===== config.mk =====
export PLATFORM = sky130hd
export DESIGN_NAME = sorted_priority_queue
export DESIGN_NICKNAME = d
export VERILOG_FILES = /design/src/spq_pkg.sv /design/src/spq_scan.sv /design/src/spq_cell.sv /design/src/sorted_priority_queue.sv
export SDC_FILE = /design/constraint.sdc
export NUM_CORES = 2
export LEC_CHECK = 0
export ABC_AREA = 1
export ABC_CLOCK_PERIOD_IN_PS = 20700
export BUFFER_PORTS_ARGS = -buffer_cell sky130_fd_sc_hd__buf_2
export CORE_MARGIN = 2
export CORE_UTILIZATION = 30
export CTS_CLUSTER_SIZE = 12
export DETAILED_ROUTE_END_ITERATION = 12
export GPL_ROUTABILITY_DRIVEN = 0
export HOLD_SLACK_MARGIN = 0.08
export PLACE_DENSITY = 0.51
export SLEW_MARGIN = 20
export SYNTH_ARGS = -nofsm -noshare
export SYNTH_HDL_FRONTEND = slang
export SYNTH_SLANG_ARGS = --single-unit

===== constraint.sdc =====
create_clock -name i_clk -period 20.7 [get_ports i_clk]
set_clock_uncertainty 0.2 [all_clocks]
set_input_delay 2.07 -clock i_clk [delete_from_list [all_inputs] [get_ports i_clk]]
set_output_delay 2.07 -clock i_clk [all_outputs]
set_load 0.02 [all_outputs]

===== src/spq_pkg.sv =====
// ----------------------------------------------------------------------------
// spq_pkg: shared types for the sorted priority queue
// Command and status codes, controller states and the per-cell control word.
// ----------------------------------------------------------------------------
package spq_pkg;

    typedef enum logic [2:0] {
        CMD_INSERT   = 3'd0,
        CMD_REM_HEAD = 3'd1,
        CMD_REM_ONE  = 3'd2,
        CMD_REM_ALL  = 3'd3,
        CMD_CLEAR    = 3'd4
    } t_cmd;

    typedef enum logic [1:0] {
        ST_OK        = 2'd0,
        ST_FULL      = 2'd1,
        ST_EMPTY     = 2'd2,
        ST_NOT_FOUND = 2'd3
    } t_status;

    typedef enum logic {
        S_IDLE = 1'b0,
        S_RUN  = 1'b1
    } t_state;

    // broadcast to every cell of the chain
    typedef struct packed {
        logic ins;
        logic rem;
        logic largest_first;
    } t_cell_ctrl;

endpackage


===== src/spq_scan.sv =====
// ----------------------------------------------------------------------------
// spq_scan: prefix OR along the cell chain
// Gives, for every cell, whether a marked cell sits at or before it, and
// strictly before it. Log-depth tree of OR stages.
// ----------------------------------------------------------------------------
module spq_scan #(
    parameter int N = 16
) (
    input  logic [N-1:0] i_mark,
    output logic [N-1:0] o_incl,
    output logic [N-1:0] o_prev
);

    localparam int L = (N > 1) ? $clog2(N) : 1;

    logic [N-1:0] s [L+1];

    assign s[0] = i_mark;

    for (genvar k = 0; k < L; k++) begin : g_lvl
        for (genvar i = 0; i < N; i++) begin : g_bit
            if (i >= (1 << k)) begin : g_or
                assign s[k+1][i] = s[k][i] | s[k][i - (1 << k)];
            end else begin : g_pass
                assign s[k+1][i] = s[k][i];
            end
        end
    end

    assign o_incl = s[L];
    assign o_prev = {s[L][N-2:0], 1'b0};

endmodule


===== src/spq_cell.sv =====
// ----------------------------------------------------------------------------
// spq_cell: one slot of the sorted chain
// Holds one key, compares it with the request key, and on an insert takes the
// request key or its left neighbour's key, or on a removal its right neighbour's.
// ----------------------------------------------------------------------------
module spq_cell
    import spq_pkg::*;
#(
    parameter int KEY_WIDTH = 32
) (
    input  logic                        i_clk,
    input  t_cell_ctrl                  i_ctrl,
    input  logic signed [KEY_WIDTH-1:0] i_key,
    input  logic signed [KEY_WIDTH-1:0] i_left,
    input  logic signed [KEY_WIDTH-1:0] i_right,
    input  logic                        i_mark_incl,
    input  logic                        i_mark_prev,
    output logic signed [KEY_WIDTH-1:0] o_key,
    output logic                        o_below,
    output logic                        o_eq
);

    logic signed [KEY_WIDTH-1:0] r_key;

    // held key ranks below the request key, so the new key goes in front
    assign o_below = i_ctrl.largest_first ? (r_key < i_key) : (i_key < r_key);
    assign o_eq    = (r_key == i_key);
    assign o_key   = r_key;

    always_ff @(posedge i_clk) begin
        if (i_ctrl.ins) begin
            if (i_mark_incl && !i_mark_prev) begin
                r_key <= i_key;
            end else if (i_mark_prev) begin
                r_key <= i_left;
            end
        end else if (i_ctrl.rem && i_mark_incl) begin
            r_key <= i_right;
        end
    end

endmodule


===== src/sorted_priority_queue.sv =====
// ----------------------------------------------------------------------------
// sorted_priority_queue: bounded priority queue kept sorted in a cell chain
// Insert, remove head, remove first match, remove a run of matches, clear.
// ----------------------------------------------------------------------------
//  channel   direction  handshake                   payload
//  request   in         i_in_valid / o_in_stall     i_cmd, i_key
//  result    out        o_out_valid / i_out_stall   o_status, o_removed_count,
//                                                   o_head_key, o_head_valid,
//                                                   o_occupancy
//  config    in         i_cfg_wr_en                 i_cfg_wr_data
//
//  every cell compares and shifts in the same cycle; remove-all-matches
//  keeps the request channel stalled while the run is pulled out of the
//  chain one entry a cycle through the matched slot.
//  the result sits in an output register; a new request is taken while the
//  previous result is being taken. reset empties the queue and sets
//  largest-first order; slot contents are not cleared.
// ----------------------------------------------------------------------------
module sorted_priority_queue
    import spq_pkg::*;
#(
    parameter int DEPTH     = 16,
    parameter int KEY_WIDTH = 32
) (
    input  logic                        i_clk,
    input  logic                        i_rst_n,
    input  logic                        i_in_valid,
    output logic                        o_in_stall,
    input  logic [2:0]                  i_cmd,
    input  logic signed [KEY_WIDTH-1:0] i_key,
    output logic                        o_out_valid,
    input  logic                        i_out_stall,
    output logic [1:0]                  o_status,
    output logic [$clog2(DEPTH+1)-1:0]  o_removed_count,
    output logic signed [KEY_WIDTH-1:0] o_head_key,
    output logic                        o_head_valid,
    output logic [$clog2(DEPTH+1)-1:0]  o_occupancy,
    input  logic                        i_cfg_wr_en,
    input  logic                        i_cfg_wr_data
);

    localparam int CNT_W = $clog2(DEPTH + 1);

    t_state                    r_state, n_state;
    logic [CNT_W-1:0]          r_count, n_count;
    logic                      r_lf;
    logic signed [KEY_WIDTH-1:0] r_key;
    logic [DEPTH-1:0]          r_pos_oh;
    logic [CNT_W-1:0]          r_run_removed;
    logic                      r_out_valid;
    t_status                   r_out_status;
    logic [CNT_W-1:0]          r_out_removed;

    t_cmd                      cmd;
    logic                      accept, full, empty, hit;
    logic                      run_start, run_hit, res_load;
    t_status                   res_status;
    logic [CNT_W-1:0]          res_removed;
    t_cell_ctrl                ctrl;
    logic signed [KEY_WIDTH-1:0] cmp_key;
    logic signed [KEY_WIDTH-1:0] cell_key [DEPTH];
    logic [DEPTH-1:0]          below_v, eq_v, valid_v, at_count;
    logic [DEPTH-1:0]          mark, mark_incl, mark_prev;

    assign cmd        = t_cmd'(i_cmd);
    assign o_in_stall = (r_state != S_IDLE) || (r_out_valid && i_out_stall);
    assign accept     = i_in_valid && !o_in_stall;
    assign full       = (r_count == CNT_W'(DEPTH));
    assign empty      = (r_count == '0);
    assign cmp_key    = (r_state == S_RUN) ? r_key : i_key;

    always_comb begin
        for (int i = 0; i < DEPTH; i++) begin
            valid_v[i]  = (CNT_W'(i) < r_count);
            at_count[i] = (CNT_W'(i) == r_count);
        end
    end

    // ------------------------------------------------------------------
    // cell chain
    // ------------------------------------------------------------------
    for (genvar g = 0; g < DEPTH; g++) begin : g_cell
        logic signed [KEY_WIDTH-1:0] left, right;
        if (g == 0) begin : g_first
            assign left = cmp_key;
        end else begin : g_mid_l
            assign left = cell_key[g-1];
        end
        if (g == DEPTH - 1) begin : g_last
            assign right = cell_key[g];
        end else begin : g_mid_r
            assign right = cell_key[g+1];
        end

        spq_cell #(
            .KEY_WIDTH (KEY_WIDTH)
        ) u_cell (
            .i_clk       (i_clk),
            .i_ctrl      (ctrl),
            .i_key       (cmp_key),
            .i_left      (left),
            .i_right     (right),
            .i_mark_incl (mark_incl[g]),
            .i_mark_prev (mark_prev[g]),
            .o_key       (cell_key[g]),
            .o_below     (below_v[g]),
            .o_eq        (eq_v[g])
        );
    end

    // where the chain opens or closes: first marked slot
    always_comb begin
        mark = '0;
        if (r_state == S_RUN) begin
            mark = r_pos_oh & eq_v & valid_v;
        end else begin
            unique case (cmd)
                CMD_INSERT:               mark = (below_v & valid_v) | at_count;
                CMD_REM_HEAD:             mark = DEPTH'(1);
                CMD_REM_ONE, CMD_REM_ALL: mark = eq_v & valid_v;
                default:                  mark = '0;
            endcase
        end
    end

    spq_scan #(
        .N (DEPTH)
    ) u_scan (
        .i_mark (mark),
        .o_incl (mark_incl),
        .o_prev (mark_prev)
    );

    assign hit = mark_incl[DEPTH-1];

    // ------------------------------------------------------------------
    // controller
    // ------------------------------------------------------------------
    always_comb begin
        n_state = r_state;
        unique case (r_state)
            S_IDLE: if (run_start) n_state = S_RUN;
            S_RUN:  if (!hit) n_state = S_IDLE;
            default: n_state = S_IDLE;
        endcase
    end

    always_comb begin
        ctrl               = '0;
        ctrl.largest_first = r_lf;
        n_count            = r_count;
        res_status         = ST_OK;
        res_removed        = '0;
        res_load           = 1'b0;
        run_start          = 1'b0;
        run_hit            = 1'b0;
        if (r_state == S_RUN) begin
            if (hit) begin
                ctrl.rem = 1'b1;
                n_count  = r_count - CNT_W'(1);
                run_hit  = 1'b1;
            end else begin
                res_load    = 1'b1;
                res_removed = r_run_removed;
            end
        end else if (accept) begin
            unique case (cmd)
                CMD_INSERT: begin
                    res_load = 1'b1;
                    if (full) begin
                        res_status = ST_FULL;
                    end else begin
                        ctrl.ins = 1'b1;
                        n_count  = r_count + CNT_W'(1);
                    end
                end
                CMD_REM_HEAD: begin
                    res_load = 1'b1;
                    if (empty) begin
                        res_status = ST_EMPTY;
                    end else begin
                        ctrl.rem    = 1'b1;
                        n_count     = r_count - CNT_W'(1);
                        res_removed = CNT_W'(1);
                    end
                end
                CMD_REM_ONE, CMD_REM_ALL: begin
                    if (empty) begin
                        res_load   = 1'b1;
                        res_status = ST_EMPTY;
                    end else if (!hit) begin
                        res_load   = 1'b1;
                        res_status = ST_NOT_FOUND;
                    end else begin
                        ctrl.rem = 1'b1;
                        n_count  = r_count - CNT_W'(1);
                        if (cmd == CMD_REM_ALL) begin
                            run_start = 1'b1;
                        end else begin
                            res_load    = 1'b1;
                            res_removed = CNT_W'(1);
                        end
                    end
                end
                CMD_CLEAR: begin
                    res_load    = 1'b1;
                    n_count     = '0;
                    res_removed = r_count;
                end
                default: res_load = 1'b1;
            endcase
        end
    end

    always_ff @(posedge i_clk) begin
        if (!i_rst_n) begin
            r_state     <= S_IDLE;
            r_count     <= '0;
            r_lf        <= 1'b1;
            r_out_valid <= 1'b0;
        end else begin
            r_state <= n_state;
            r_count <= n_count;
            if (i_cfg_wr_en) begin
                r_lf <= i_cfg_wr_data;
            end
            if (res_load) begin
                r_out_valid <= 1'b1;
            end else if (r_out_valid && !i_out_stall) begin
                r_out_valid <= 1'b0;
            end
        end
    end

    always_ff @(posedge i_clk) begin
        if (accept) begin
            r_key <= i_key;
        end
        // matched slot stays put while the run slides into it
        if (run_start) begin
            r_pos_oh      <= mark_incl & ~mark_prev;
            r_run_removed <= CNT_W'(1);
        end else if (run_hit) begin
            r_run_removed <= r_run_removed + CNT_W'(1);
        end
        if (res_load) begin
            r_out_status  <= res_status;
            r_out_removed <= res_removed;
        end
    end

    assign o_out_valid     = r_out_valid;
    assign o_status        = r_out_status;
    assign o_removed_count = r_out_removed;
    assign o_occupancy     = r_count;
    assign o_head_valid    = !empty;
    assign o_head_key      = empty ? '0 : cell_key[0];

    // ------------------------------------------------------------------
    // assertions
    // ------------------------------------------------------------------
    a_count_bound: assert property (@(posedge i_clk) disable iff (!i_rst_n)
        r_count <= CNT_W'(DEPTH))
        else $error("occupancy beyond depth");

    a_run_pos: assert property (@(posedge i_clk) disable iff (!i_rst_n)
        (r_state == S_RUN) |-> $onehot(r_pos_oh))
        else $error("run position not one-hot");

    a_out_idle: assert property (@(posedge i_clk) disable iff (!i_rst_n)
        o_out_valid |-> (r_state == S_IDLE))
        else $error("result shown while a run is in progress");

    a_insert_grows: assert property (@(posedge i_clk) disable iff (!i_rst_n)
        (accept && cmd == CMD_INSERT && !full) |=> (r_count == $past(r_count) + CNT_W'(1)))
        else $error("insert did not grow the queue");

    a_full_status: assert property (@(posedge i_clk) disable iff (!i_rst_n)
        (o_out_valid && o_status == ST_FULL) |-> (o_occupancy == CNT_W'(DEPTH)))
        else $error("full reported below depth");

endmodule

==> impl_results.md <==
* Status: complete, no violations
* Total gr overflow at 0
* First-pass GRT wire length at 236 mm
* Worst Tran Pin Value at 1.12 ns
* Final worst path period share at 40.9%
* Power Density at 65.3 nW/um2
* WP data arrival at 8.74 ns
* WL final at 160 mm
* Unrepaired setup endpoints after global routing: false
* Worst R2R Path Depth at 30
* Top_reg_cell synth: edfxtp_1
* Clock tree buffer depth at 3
* Placed insts at 7188
* Final Setup Violations at 0
* Multi-input gate area at 22100 um2
* Required time worst endpoint at 20.98 ns
* Final Hold Violating Endpoints at 0
* Pins over their slew limit at 0
* TritonCTS Buffers at 72
* Area Overhead vs Synth at 11.8%
* Final layout net count at 5932
* Die Span Y at 382 um
* Net Count, Synth at 5902
* Min Clock Period, post-route at 8.46 ns
* Placement Setup Slack at 11.73 ns
* Initial antenna violation count at 5
* Sink Count at 580
* Max VDD drop at 0.0000560 V
* Fill cells at 15000
* Root Buffer: clkbuf_16
* Antenna Cells at 0
* Slew Limit Headroom at 24.9%
* Total Routing Usage GR at 21.5%
* Worst R2R Start: r_state
* Crit path max-delay cell type: clkinv_1
* Seq/Total Area, Yosys at 40.2%
* Worst Hold Depth at 2
* Post-DP HPWL at 114 mm
* Crit path kind: input pin to flip-flop
* Syn avg cell area at 8.04 um2
* Drt first pass iters at 5
* Final ANT Viol Nets at 0
* Synthesized cell area at 43000 um2
* Core box area at 142000 um2
* Drt initial violations at 3522
* Most common cell after layout, fill and taps aside: nand2_1
* Hold Crit Start: g_cell[12].u_cell.o_key[15]
* CTS clk-pin slew, worst paths at 0.06 ns
* Die W at 382 um
* Setup crit start kind: input pin
* Register area at 17300 um2
* CP most frequent cell: nand2_1
* Final setup margin at 12.24 ns
* Via density at 5.20
* Fraction of registers with async set/reset at 0%
* I/O Buffers at 87
* Setup Buffers After CTS at 0
* Unique masters post-synth at 46
* Max_cap viols at 0
* Vias in the first global route at 35600
* Post-synthesis register bit count at 580
* Routed wire per std cell at 21.9 um
* Critical path's largest stage delay at 0.91 ns
* Via count at 38100
* Largest net degree at the start of global routing at 229
* Non-Filler Instances at 7318
* Most frequent cells in the layout: 1061 x nand2_1, 759 x o21ai_0, 702 x inv_1
* H-tree depth at 3
* Post-Syn Instances at 5343
* Top Ports at 88
* Row count at 138
* Worst r2r dst: g_cell[12].u_cell.o_key[18]
* FMAX at 0.118 GHz
* Post-Route Setup TNS at 0 ns
* Min-Delay Path Class: flip-flop to flip-flop
* CTS tree: done
* Worst R2R Setup Slack at 12.86 ns
* Hold EP: g_cell[11].u_cell.o_key[15]
* EDFF count, synth at 567
* Remaining DRCs at 0
* Hold_buf cts at 0
* Ratio of cells with drive above 1 in the final layout at 7.79%
* Nature of the critical path endpoint: flip-flop
* CP startpoint: i_key[27]
* CTS resizes at 0
* Clk_lat worst skew at 0.66 ns
* Leak at 21.2 nW
* Ys Warns at 0
* Initial Util at 30.3%
* Die area at 146000 um2
* Worst Path Max Fanout at 33
==> layer usage <==
layer	vias up	track usage [%]	share of wire, %
met1	18200	30.4	46
met5	-	0	0
met4	0	7.11	3.6
li1	18400	-	-
met3	245	3.24	6.6
met2	1240	33.4	44
==> area by class of cell <==
type,instances,share of cell area (%)
multi-input cells,3781,46.0
flip-flops and latches,580,36.0
inverters,744,5.83
well taps,1890,4.92
clock buffers,96,4.16
repair buffers,194,2.70
clock inverters,33,0.427
==> sequential cells by signal (all words and copies together) (netlist names) <==
| name | count |
|---|---|
| g_cell.u_cell.o_key | 512 |
| o_occupancy | 5 |
| o_out_valid | 1 |
| o_removed_count | 5 |
| o_status | 2 |
| r_key | 32 |
| r_lf | 1 |
| r_pos_oh | 16 |
| r_run_removed | 5 |
| r_state | 1 |
==> how the worst max path moves through the flow <==
stage | endpoint | slack [ns] | cells after the start
3_3_place_gp | g_cell[0].u_cell.o_key[13] | 11.71 | 27
2_1_floorplan | g_cell[12].u_cell.o_key[0] | 12.29 | 25
6_report | g_cell[12].u_cell.o_key[18] | 12.24 | 28
5_1_grt | g_cell[12].u_cell.o_key[5] | 11.95 | 28
4_1_cts | g_cell[12].u_cell.o_key[8] | 12.41 | 28
3_5_place_dp | g_cell[12].u_cell.o_key[8] | 11.73 | 28
==> critical path: cells and delay by family <==
kind / cells / cell delay [ns]
and+or+nand+nor: 21 / 3.95
AOI/OAI and AO/OA: 2 / 0.22
buffers and inverters: 4 / 1.73
adders and majority gates: 1 / 0.70
==> synthesized netlist by cell type, types with 3 or more instances <==
cell type | n | area share (%)
clkinv_1 | 31 | 0.27
nand2_2 | 9 | 0.13
nor2_4 | 3 | 0.079
nor4_2 | 7 | 0.20
o21a_1 | 30 | 0.52
nor2_2 | 10 | 0.15
o211ai_1 | 35 | 0.61
nor4_1 | 5 | 0.073
buf_1 | 38 | 0.33
o21ai_1 | 86 | 1.0
nand2_4 | 4 | 0.10
buf_6 | 15 | 0.39
o21ai_0 | 759 | 8.8
clkbuf_1 | 150 | 1.3
or2_2 | 33 | 0.48
xor2_1 | 4 | 0.082
dfxtp_1 | 13 | 0.61
ha_1 | 518 | 15
edfxtp_1 | 567 | 40
a31oi_1 | 4 | 0.058
inv_1 | 705 | 6.2
o22ai_1 | 7 | 0.10
nand2_1 | 1067 | 9.3
o21ai_2 | 20 | 0.41
o21bai_1 | 4 | 0.070
buf_2 | 29 | 0.34
nor3_1 | 21 | 0.24
nand3_1 | 265 | 3.1
inv_2 | 8 | 0.070
and2_1 | 5 | 0.073
nor2_1 | 225 | 2.0
a21oi_1 | 575 | 6.7
a21o_1 | 13 | 0.23
nand3b_1 | 5 | 0.087
nand4_1 | 55 | 0.80
buf_4 | 5 | 0.087
==> power breakdown <==
part	leakage [nW]	switching, mW	internal (mW)
combinational	14.9	0.413	0.149
clock	1.09	0.540	0.701
sequential	5.26	0.0123	1.32
total	21.2	0.965	2.17
==> cell families after synthesis <==
family / count (synthesis) / synth area share [%]
AND/OR/NAND/NOR: 1721 / 17.0
flip-flops: 580 / 40.2
AO/OA/AOI/OAI: 1537 / 18.6
XOR/XNOR: 5 / 0.102
adder cells (fa/ha/maj): 518 / 15.1
buffers and inverters: 982 / 8.97
==> stage by stage <==
| step | hold WS [ns] | total power, mW | cell area [um2] | util (%) |
|---|---|---|---|---|
| floorplan | 0.294 | 1.72 | 43000 | - |
| detailed placement | 0.332 | 1.91 | 45800 | 32.3 |
| global route | 0.374 | 3.26 | 48000 | 33.8 |
| CTS | 0.343 | 3.16 | 48000 | 33.8 |
| finish | 0.342 | 3.14 | 48000 | 33.8 |
| global placement | 0.325 | 1.90 | 45800 | 32.2 |
Power figures use the tool's default switching activity.
